<file path="src/rtl/urb_pkg.sv">
package urb_pkg;

  // fixed payload widths
  localparam int DATA_W    = 8;
  localparam int KIND_W    = 3;
  localparam int STATUS_W  = 4;
  localparam int TX_FILL_W = 7;
  localparam int RX_FILL_W = 8;

  // default ring depths
  localparam int TX_DEPTH_DEF = 64;
  localparam int RX_DEPTH_DEF = 128;

  // request kinds
  localparam logic [KIND_W-1:0] KIND_QUEUE = 3'd0;
  localparam logic [KIND_W-1:0] KIND_TXRDY = 3'd1;
  localparam logic [KIND_W-1:0] KIND_RECV  = 3'd2;
  localparam logic [KIND_W-1:0] KIND_READ  = 3'd3;
  localparam logic [KIND_W-1:0] KIND_FLUSH = 3'd4;

  // break indication within line status
  localparam int BREAK_BIT = 0;

  // ring control and status
  typedef struct packed {
    logic push;
    logic pop;
    logic flush;
  } ring_ctrl_t;

  typedef struct packed {
    logic full;
    logic empty;
    logic last;
  } ring_stat_t;

endpackage

</file>
<file path="src/rtl/urb_in_if.sv">
interface urb_in_if;
  logic                          valid;
  logic                          ready;
  logic [urb_pkg::KIND_W-1:0]    kind;
  logic [urb_pkg::DATA_W-1:0]    data;
  logic                          line_error;
  logic [urb_pkg::STATUS_W-1:0]  line_status;

  modport source (output valid, kind, data, line_error, line_status, input ready);
  modport sink   (input valid, kind, data, line_error, line_status, output ready);
endinterface

</file>
<file path="src/rtl/urb_out_if.sv">
interface urb_out_if;
  logic                           valid;
  logic                           ready;
  logic                           accepted;
  logic                           tx_valid;
  logic [urb_pkg::DATA_W-1:0]     tx_byte;
  logic                           rx_valid;
  logic [urb_pkg::DATA_W-1:0]     rx_byte;
  logic [urb_pkg::TX_FILL_W-1:0]  tx_fill;
  logic [urb_pkg::RX_FILL_W-1:0]  rx_fill;
  logic                           tx_irq_on;
  logic                           break_seen;
  logic [urb_pkg::STATUS_W-1:0]   error_bits;

  modport source (output valid, accepted, tx_valid, tx_byte, rx_valid, rx_byte, tx_fill,
                  rx_fill, tx_irq_on, break_seen, error_bits, input ready);
  modport sink   (input valid, accepted, tx_valid, tx_byte, rx_valid, rx_byte, tx_fill,
                  rx_fill, tx_irq_on, break_seen, error_bits, output ready);
endinterface

</file>
<file path="src/rtl/uart_tx_rx_ring_buffers.sv">
// serial port buffering: a transmit ring and a receive ring, each held in a
// single-port-write / registered-read memory. one request is taken per cycle
// while the output channel is not stalled; its result waits in stage 1 for
// the memory read of the ring being popped, then passes to the output register.
// request kinds: queue a transmit byte, transmitter ready (pop oldest
// transmit byte), line byte received, read a received byte, flush both
// rings. cfg_wr_data written with cfg_wr_en sets line status checking (reset
// on): a received byte with line_error set is then dropped and its status
// bits latched into error_bits. every result carries fill levels, transmit
// interrupt enable, break flag and latched error bits after the request.
// ring contents are not cleared at reset; only the pointers and counts are.
module uart_tx_rx_ring_buffers #(
  parameter int TX_DEPTH = urb_pkg::TX_DEPTH_DEF,
  parameter int RX_DEPTH = urb_pkg::RX_DEPTH_DEF
) (
  input  logic      clk,
  input  logic      rst_n,
  urb_in_if.sink    in_if,
  urb_out_if.source out_if,
  input  logic      cfg_wr_en,
  input  logic      cfg_wr_data
);

  localparam int TX_CNT_W = $clog2(TX_DEPTH + 1);
  localparam int RX_CNT_W = $clog2(RX_DEPTH + 1);

  // configuration
  logic check_r;

  // block-level flags
  logic                           irq_r, irq_nxt;
  logic                           brk_r, brk_nxt;
  logic [urb_pkg::STATUS_W-1:0]   err_r, err_nxt;

  // ring interfaces
  urb_pkg::ring_ctrl_t        tx_ctrl, rx_ctrl;
  urb_pkg::ring_stat_t        tx_stat, rx_stat;
  logic [urb_pkg::DATA_W-1:0] tx_rdata, rx_rdata;
  logic [TX_CNT_W-1:0]        tx_count;
  logic [RX_CNT_W-1:0]        rx_count;

  // stage 1: request done, waiting for memory read data
  logic s1_valid_r;
  logic s1_acc_r, s1_acc_nxt;
  logic s1_txv_r, s1_rxv_r;
  logic s1_move;

  // output register
  logic                           out_valid_r;
  logic                           out_acc_r;
  logic                           out_txv_r;
  logic [urb_pkg::DATA_W-1:0]     out_txb_r;
  logic                           out_rxv_r;
  logic [urb_pkg::DATA_W-1:0]     out_rxb_r;
  logic [urb_pkg::TX_FILL_W-1:0]  out_txf_r;
  logic [urb_pkg::RX_FILL_W-1:0]  out_rxf_r;
  logic                           out_irq_r;
  logic                           out_brk_r;
  logic [urb_pkg::STATUS_W-1:0]   out_err_r;

  logic acc;
  logic drop_bad;

  // stage 1 may move on when the output register is free or being taken
  assign s1_move     = !out_valid_r || out_if.ready;
  assign in_if.ready = !s1_valid_r || s1_move;
  assign acc         = in_if.valid && in_if.ready;
  assign drop_bad    = check_r && in_if.line_error;

  // request decode: ring operations and flag updates
  always_comb begin
    tx_ctrl    = '0;
    rx_ctrl    = '0;
    irq_nxt    = irq_r;
    brk_nxt    = brk_r;
    err_nxt    = err_r;
    s1_acc_nxt = 1'b0;
    if (acc) begin
      case (in_if.kind)
        urb_pkg::KIND_QUEUE: begin
          if (!tx_stat.full) begin
            tx_ctrl.push = 1'b1;
            irq_nxt      = 1'b1;
            s1_acc_nxt   = 1'b1;
          end
        end
        urb_pkg::KIND_TXRDY: begin
          tx_ctrl.pop = !tx_stat.empty;
          // interrupt drops once nothing is left after this pop
          if (tx_stat.empty || tx_stat.last) begin
            irq_nxt = 1'b0;
          end
        end
        urb_pkg::KIND_RECV: begin
          brk_nxt = in_if.line_status[urb_pkg::BREAK_BIT];
          if (drop_bad) begin
            err_nxt = in_if.line_status;
          end else if (!rx_stat.full) begin
            rx_ctrl.push = 1'b1;
            s1_acc_nxt   = 1'b1;
          end
        end
        urb_pkg::KIND_READ: begin
          rx_ctrl.pop = !rx_stat.empty;
        end
        urb_pkg::KIND_FLUSH: begin
          tx_ctrl.flush = 1'b1;
          rx_ctrl.flush = 1'b1;
          brk_nxt       = 1'b0;
          irq_nxt       = 1'b0;
        end
        default: begin
        end
      endcase
    end
  end

  urb_ring #(
    .DEPTH (TX_DEPTH),
    .CNT_W (TX_CNT_W)
  ) u_tx_ring (
    .clk   (clk),
    .rst_n (rst_n),
    .ctrl  (tx_ctrl),
    .wdata (in_if.data),
    .rdata (tx_rdata),
    .count (tx_count),
    .stat  (tx_stat)
  );

  urb_ring #(
    .DEPTH (RX_DEPTH),
    .CNT_W (RX_CNT_W)
  ) u_rx_ring (
    .clk   (clk),
    .rst_n (rst_n),
    .ctrl  (rx_ctrl),
    .wdata (in_if.data),
    .rdata (rx_rdata),
    .count (rx_count),
    .stat  (rx_stat)
  );

  // control state
  always_ff @(posedge clk) begin
    if (!rst_n) begin
      check_r     <= 1'b1;
      irq_r       <= 1'b0;
      brk_r       <= 1'b0;
      err_r       <= '0;
      s1_valid_r  <= 1'b0;
      out_valid_r <= 1'b0;
    end else begin
      if (cfg_wr_en) begin
        check_r <= cfg_wr_data;
      end
      irq_r      <= irq_nxt;
      brk_r      <= brk_nxt;
      err_r      <= err_nxt;
      s1_valid_r <= acc || (s1_valid_r && !s1_move);
      if (s1_valid_r && s1_move) begin
        out_valid_r <= 1'b1;
      end else if (out_if.ready) begin
        out_valid_r <= 1'b0;
      end
    end
  end

  // stage 1 payload: only taken with a new request
  always_ff @(posedge clk) begin
    if (acc) begin
      s1_acc_r <= s1_acc_nxt;
      s1_txv_r <= tx_ctrl.pop;
      s1_rxv_r <= rx_ctrl.pop;
    end
  end

  // output payload; counts and flags are stable while stage 1 is occupied
  always_ff @(posedge clk) begin
    if (s1_valid_r && s1_move) begin
      out_acc_r <= s1_acc_r;
      out_txv_r <= s1_txv_r;
      out_txb_r <= s1_txv_r ? tx_rdata : '0;
      out_rxv_r <= s1_rxv_r;
      out_rxb_r <= s1_rxv_r ? rx_rdata : '0;
      out_txf_r <= urb_pkg::TX_FILL_W'(tx_count);
      out_rxf_r <= urb_pkg::RX_FILL_W'(rx_count);
      out_irq_r <= irq_r;
      out_brk_r <= brk_r;
      out_err_r <= err_r;
    end
  end

  assign out_if.valid      = out_valid_r;
  assign out_if.accepted   = out_acc_r;
  assign out_if.tx_valid   = out_txv_r;
  assign out_if.tx_byte    = out_txb_r;
  assign out_if.rx_valid   = out_rxv_r;
  assign out_if.rx_byte    = out_rxb_r;
  assign out_if.tx_fill    = out_txf_r;
  assign out_if.rx_fill    = out_rxf_r;
  assign out_if.tx_irq_on  = out_irq_r;
  assign out_if.break_seen = out_brk_r;
  assign out_if.error_bits = out_err_r;

endmodule

</file>
<file path="src/rtl/urb_ring.sv">
module urb_ring #(
  parameter int DEPTH = urb_pkg::TX_DEPTH_DEF,
  parameter int CNT_W = $clog2(DEPTH + 1)
) (
  input  logic                       clk,
  input  logic                       rst_n,
  input  urb_pkg::ring_ctrl_t        ctrl,
  input  logic [urb_pkg::DATA_W-1:0] wdata,
  output logic [urb_pkg::DATA_W-1:0] rdata,
  output logic [CNT_W-1:0]           count,
  output urb_pkg::ring_stat_t        stat
);

  localparam int PTR_W = (DEPTH > 1) ? $clog2(DEPTH) : 1;

  logic [urb_pkg::DATA_W-1:0] mem [DEPTH];
  logic [urb_pkg::DATA_W-1:0] rdata_r;
  logic [PTR_W-1:0]           head_r, head_nxt;
  logic [PTR_W-1:0]           tail_r, tail_nxt;
  logic [CNT_W-1:0]           count_r, count_nxt;

  // memory: one write and one registered read port
  always_ff @(posedge clk) begin
    if (ctrl.push) begin
      mem[head_r] <= wdata;
    end
    if (ctrl.pop) begin
      rdata_r <= mem[tail_r];
    end
  end

  always_comb begin
    head_nxt  = head_r;
    tail_nxt  = tail_r;
    count_nxt = count_r;
    if (ctrl.flush) begin
      head_nxt  = '0;
      tail_nxt  = '0;
      count_nxt = '0;
    end else begin
      if (ctrl.push) begin
        head_nxt  = (head_r == PTR_W'(DEPTH - 1)) ? '0 : head_r + PTR_W'(1);
        count_nxt = count_r + CNT_W'(1);
      end
      if (ctrl.pop) begin
        tail_nxt  = (tail_r == PTR_W'(DEPTH - 1)) ? '0 : tail_r + PTR_W'(1);
        count_nxt = count_r - CNT_W'(1);
      end
    end
  end

  always_ff @(posedge clk) begin
    if (!rst_n) begin
      head_r  <= '0;
      tail_r  <= '0;
      count_r <= '0;
    end else begin
      head_r  <= head_nxt;
      tail_r  <= tail_nxt;
      count_r <= count_nxt;
    end
  end

  assign rdata      = rdata_r;
  assign count      = count_r;
  assign stat.full  = (count_r == CNT_W'(DEPTH));
  assign stat.empty = (count_r == '0);
  assign stat.last  = (count_r == CNT_W'(1));

endmodule
</file>
<file path="src/flat_wrapper.sv">
// flat-port wrapper written by rule: the top's interface ports become plain ports
module uart_tx_rx_ring_buffers_flat 
#(
  parameter int TX_DEPTH = urb_pkg::TX_DEPTH_DEF,
  parameter int RX_DEPTH = urb_pkg::RX_DEPTH_DEF
)
  (clk, rst_n, cfg_wr_en, cfg_wr_data, in_if_valid, in_if_kind, in_if_data, in_if_line_error, in_if_line_status, in_if_ready, out_if_valid, out_if_accepted, out_if_tx_valid, out_if_tx_byte, out_if_rx_valid, out_if_rx_byte, out_if_tx_fill, out_if_rx_fill, out_if_tx_irq_on, out_if_break_seen, out_if_error_bits, out_if_ready);
  urb_in_if in_if_i ();
  urb_out_if out_if_i ();
  input  logic clk;
  input  logic rst_n;
  input  logic cfg_wr_en;
  input  logic cfg_wr_data;
  input wire logic [$bits(in_if_i.valid)-1:0] in_if_valid;
  input wire logic [$bits(in_if_i.kind)-1:0] in_if_kind;
  input wire logic [$bits(in_if_i.data)-1:0] in_if_data;
  input wire logic [$bits(in_if_i.line_error)-1:0] in_if_line_error;
  input wire logic [$bits(in_if_i.line_status)-1:0] in_if_line_status;
  output wire logic [$bits(in_if_i.ready)-1:0] in_if_ready;
  output wire logic [$bits(out_if_i.valid)-1:0] out_if_valid;
  output wire logic [$bits(out_if_i.accepted)-1:0] out_if_accepted;
  output wire logic [$bits(out_if_i.tx_valid)-1:0] out_if_tx_valid;
  output wire logic [$bits(out_if_i.tx_byte)-1:0] out_if_tx_byte;
  output wire logic [$bits(out_if_i.rx_valid)-1:0] out_if_rx_valid;
  output wire logic [$bits(out_if_i.rx_byte)-1:0] out_if_rx_byte;
  output wire logic [$bits(out_if_i.tx_fill)-1:0] out_if_tx_fill;
  output wire logic [$bits(out_if_i.rx_fill)-1:0] out_if_rx_fill;
  output wire logic [$bits(out_if_i.tx_irq_on)-1:0] out_if_tx_irq_on;
  output wire logic [$bits(out_if_i.break_seen)-1:0] out_if_break_seen;
  output wire logic [$bits(out_if_i.error_bits)-1:0] out_if_error_bits;
  input wire logic [$bits(out_if_i.ready)-1:0] out_if_ready;
  assign in_if_i.valid = in_if_valid;
  assign in_if_i.kind = in_if_kind;
  assign in_if_i.data = in_if_data;
  assign in_if_i.line_error = in_if_line_error;
  assign in_if_i.line_status = in_if_line_status;
  assign in_if_ready = in_if_i.ready;
  assign out_if_valid = out_if_i.valid;
  assign out_if_accepted = out_if_i.accepted;
  assign out_if_tx_valid = out_if_i.tx_valid;
  assign out_if_tx_byte = out_if_i.tx_byte;
  assign out_if_rx_valid = out_if_i.rx_valid;
  assign out_if_rx_byte = out_if_i.rx_byte;
  assign out_if_tx_fill = out_if_i.tx_fill;
  assign out_if_rx_fill = out_if_i.rx_fill;
  assign out_if_tx_irq_on = out_if_i.tx_irq_on;
  assign out_if_break_seen = out_if_i.break_seen;
  assign out_if_error_bits = out_if_i.error_bits;
  assign out_if_i.ready = out_if_ready;
  uart_tx_rx_ring_buffers #(.TX_DEPTH(TX_DEPTH), .RX_DEPTH(RX_DEPTH)) u_core (.clk(clk), .rst_n(rst_n), .in_if(in_if_i), .out_if(out_if_i), .cfg_wr_en(cfg_wr_en), .cfg_wr_data(cfg_wr_data));
endmodule
</file>
<file path="config.mk">
export PLATFORM = sky130hd
export DESIGN_NAME = uart_tx_rx_ring_buffers_flat
export DESIGN_NICKNAME = d
export VERILOG_FILES = /design/src/rtl/urb_pkg.sv /design/src/rtl/urb_in_if.sv /design/src/rtl/urb_out_if.sv /design/src/rtl/uart_tx_rx_ring_buffers.sv /design/src/rtl/urb_ring.sv /design/src/flat_wrapper.sv
export SDC_FILE = /design/constraint.sdc
export NUM_CORES = 2
export LEC_CHECK = 0
export ABC_AREA = 1
export BUFFER_PORTS_ARGS = -buffer_cell sky130_fd_sc_hd__buf_2
export CORE_UTILIZATION = 63
export DETAILED_ROUTE_END_ITERATION = 8
export GPL_ROUTABILITY_DRIVEN = 1
export PLACE_DENSITY = 0.79
export SLEW_MARGIN = 10
export SYNTH_ARGS = -nofsm -noshare
export SYNTH_HDL_FRONTEND = slang
export SYNTH_SLANG_ARGS = --single-unit
</file>
<file path="constraint.sdc">
create_clock -name clk -period 3.1 [get_ports clk]
set_input_delay 0.155 -clock clk [delete_from_list [all_inputs] [get_ports clk]]
set_output_delay 0.155 -clock clk [all_outputs]
set_load 0.005 [all_outputs]
</file>
==> metrics.cfg <==
[cts]
insertion_delay_ns = 0.79
clk_pin_slew_ns = 0.06
max-clock-path-buffers = 3
cts_setup_buffers = 0
cts-root-buf = clkbuf_16
htree_num_levels = 4
clock_sinks = 1645
cts_buffers = 161
cts_tree = done

[worst_setup_path]
cp_num_buf_inv = 2
cp.required_ns = 3.50
crit_fanout = 10
cp_slowest_cell = nor2_1
critPathTopFamily = simple AND/OR/NAND/NOR gates
start_kind = flop
worstSetupPathType = reg2reg
max_stage_delay_ns = 0.48
crit_path_end_kind = flop
cp_cell_sequence = inv_1 > ha_1 > nand4_1 > nand3_1 > nor2_1 > nand3_1 > buf_4 > nor2_1
cp.arrival_ns = 3.29

[job]
maxCapViolations = 0

[synth]
ys_seq_area_frac = 0.7143
synth_nets = 6260
yosys_warnings = 0
synth-adder-area-share = 0.002851
syn-cell-area_um2 = 68450
ys_ff_latch = 1645
ys_types = 43
synth_compound_area_frac = 0.05125
synthSimpleGateAreaFrac = 0.1820
synth_top_family_by_area = simple AND/OR/NAND/NOR gates
synthCells = 6223
synth_mux_area_frac = 0.0001462
avgSynthCellArea_um2 = 11.00
synth_xor_area_frac = 0.001535

[final_layout]
fin_area_um2 = 76530
layout.nets = 6389
syn_to_final_growth_pct = 11.80
final_cells = 7887
n_fill_cell = 6837
multi_input_area_um2 = 16330
ff_latch_area_um2 = 48920
drive_above_1_share = 0.08098

[sta]
worstMarginPinSlew_ns = 1.068
hold_viol_final = 0
maxSlewHeadroom = 0.2873
finalMaxSlewViolations = 0
period_minus_slack_ns = 2.892
holdWs_ns = 0.06786
fin_setup_tns_ns = 0
fin_skew_ns = 0.04736
fmax_mhz = 345.8
setup_viol = 0
timing.final.ws_setup_ns = 0.2079
rsz0062_at_grt = no
min_period_over_period = 0.9329

[detailed_routing]
viasPerCell = 6.018
ant_nets = 0
wire_per_inst_um = 22.03
vias = 47460
drc_errors = 0
drt_iter0_drc = 6770
firstDrtPassIters = 7
routed_wirelength_um = 173800

[global_route]
overflow = 0
antenna_found_initial = 0
met3_usage = 0.05045
first_global_vias = 46130
busiest_layer = met2
grtUsageTotal = 0.3147
grt_max_degree = 152
grtUsageMet2 = 0.5110
gr-usage-met1 = 0.4112
grt_first_pass_wirelength_um = 263100

[hold_path]
hold_path_class = in2reg

[power_and_ir_drop]
vdd_drop_max_mv = 0.5778
netSwitchingPower_mw = 9.171
p_sw_frac = 0.2071
p_int_mw = 35.11
clkPwrFrac = 0.422
power_frac_seq = 0.552
p_comb_frac = 0.026
power_density_nw_per_um2 = 578.6
leakagePower_nw = 28.71

[placed_design]
gp_congestion = 0.9163
dp_hpwl_um = 99640
io_buffers = 63
numPlacedInstances = 7559
pre_cts_slack_ns = 0.2069
placed_area_um2 = 71140

[die]
die_area_um2 = 110000
die_y_um = 331.6
die_width_um = 331.6
start_util = 0.6377
coreArea_um2 = 107400
num_rows = 120
io_pins = 64

[status]
status = complete, no violations

## through the flow
stage                     total power [mW]    util
final                                44.28  0.7129
after global routing                 45.29  0.7129
after CTS                            44.34  0.7126
after detailed placement             26.00  0.6626
after global placement               25.98  0.6626
after floorplan                      25.34       -
## per-layer routing
| layer | vias to the layer above | wire length [um] |
|---|---|---|
| li1 | 21350 | - |
| met1 | 22470 | 63220 |
| met2 | 3062 | 83190 |
| met3 | 580 | 17960 |
| met4 | 0 | 9380 |
| met5 | - | 0 |
## what timing repair did
item,CTS,global route
endpoints found under the hold margin,437,0
endpoints found under the setup margin,0,75
gates resized for setup,0,12
hold buffers,33,0
## cell usage after synthesis
| library cell | number | area (um^2) |
|---|---|---|
| o31ai_1 | 1 | 7.510 |
| a211oi_1 | 3 | 22.52 |
| a21oi_1 | 74 | 370.4 |
| nor3b_1 | 1 | 7.510 |
| buf_1 | 29 | 108.9 |
| a21boi_0 | 1 | 7.510 |
| inv_1 | 456 | 1712 |
| nor2_1 | 997 | 3742 |
| o221ai_1 | 6 | 52.55 |
| buf_4 | 16 | 120.1 |
| nand3_2 | 5 | 50.05 |
| fa_1 | 1 | 20.02 |
| clkbuf_1 | 137 | 514.2 |
| nand4_2 | 3 | 37.54 |
| ha_1 | 14 | 175.2 |
| nor4_2 | 1 | 12.51 |
| o22ai_1 | 45 | 281.5 |
| o21ai_1 | 51 | 255.2 |
| edfxtp_1 | 1595 | 47900 |
| nand2_1 | 1508 | 5660 |
| clkinv_1 | 4 | 15.01 |
| xnor2_1 | 2 | 17.52 |
| buf_2 | 147 | 735.7 |
| o211ai_1 | 59 | 442.9 |
| nand4_1 | 7 | 43.79 |
| or2_0 | 1 | 6.260 |
| nor3_1 | 14 | 70.07 |
| xor2_1 | 10 | 87.58 |
| or2_2 | 1 | 6.260 |
| nand3b_1 | 5 | 37.54 |
| a21oi_2 | 1 | 8.760 |
| o21bai_1 | 1 | 7.510 |
| buf_6 | 4 | 45.04 |
| mux2i_1 | 1 | 10.01 |
| nor2_2 | 1 | 6.260 |
| dfxtp_1 | 50 | 1001 |
| o21ai_0 | 406 | 2032 |
| a31oi_1 | 2 | 12.51 |
| nand3_1 | 550 | 2753 |
| nand2_2 | 1 | 6.260 |
| o21a_1 | 1 | 7.510 |
| and3_1 | 3 | 18.77 |
| inv_2 | 8 | 30.03 |
## registers in the layout (all words and copies together), names as in the netlist, 8 cells and up
signal and cells:
u_core.out_if.rx_byte 8, u_core.out_if.rx_fill 8, u_core.out_if.tx_byte 8, u_core.u_rx_ring.count 8
u_core.u_rx_ring.mem 1024, u_core.u_rx_ring.rdata 8, u_core.u_tx_ring.mem 512, u_core.u_tx_ring.rdata 8
## worst reg2reg max path, cell delays in order (launching register included)
cell and delay (ns):
dfxtp_1 0.44, inv_1 0.14, ha_1 0.23, nand4_1 0.14, nand3_1 0.38, nor2_1 0.38, nand3_1 0.15, buf_4 0.19
nor2_1 0.48
## cells by family after synthesis
| logic type | Yosys count |
|---|---|
| xor gates and xnor gates | 12 |
| AOI/OAI and AO/OA | 651 |
| DFF | 1645 |
| and+or+nand+nor | 3098 |
| muxes | 1 |
| buffers and inverters | 801 |
| adders and majority gates | 15 |
## power groups by stage
stage          clock (mW)  sequential [mW]  combinational [mW]
5_1_grt              19.6             24.4                1.25
2_1_floorplan           0             24.9               0.437
6_report             18.7             24.4                1.17
4_1_cts              18.8             24.4                1.14
3_3_place_gp            0             24.9                1.08
3_5_place_dp            0             24.9                1.10
## final cells by class
| type | count | share of cell area |
|---|---|---|
| clock inverter | 83 | 0.01007 |
| clock buffer | 211 | 0.05564 |
| inverter | 468 | 0.02318 |
| tap | 1403 | 0.02294 |
| antenna | 1 | 0.00003270 |
| timing repair buffer | 299 | 0.03554 |
| sequential | 1645 | 0.6392 |
| multi-input combinational | 3777 | 0.2134 |
## worst paths after layout
path	slack, ns	to	cells past startpoint	from
worst max register to register	0.21	u_core.u_tx_ring.mem[0][7]$_DFFE_PP_	8	u_core.u_tx_ring.count[0]$_SDFFE_PP0P_
worst min-delay path	0.07	u_core.s1_rxv_r$_DFFE_PP_	5	in_if_kind[0]
worst min register to register	0.43	u_core.out_if.accepted$_DFFE_PP_	0	u_core.s1_acc_r$_DFFE_PP_
worst max-delay path	0.21	u_core.u_tx_ring.mem[0][7]$_DFFE_PP_	8	u_core.u_tx_ring.count[0]$_SDFFE_PP0P_
## layout by cell type, fill, tap and decap left out, drive strengths merged, types with 14 or more instances in the layout
cell / count
a21oi: 75
buf: 266
clkbuf: 211
clkinv: 65
dfxtp: 50
dlygate4sd3: 33
edfxtp: 1595
ha: 14
inv: 472
nand2: 1509
nand3: 555
nor2: 998
nor3: 14
o211ai: 59
o21ai: 457
o22ai: 45
Power figures use the tool's default switching activity.
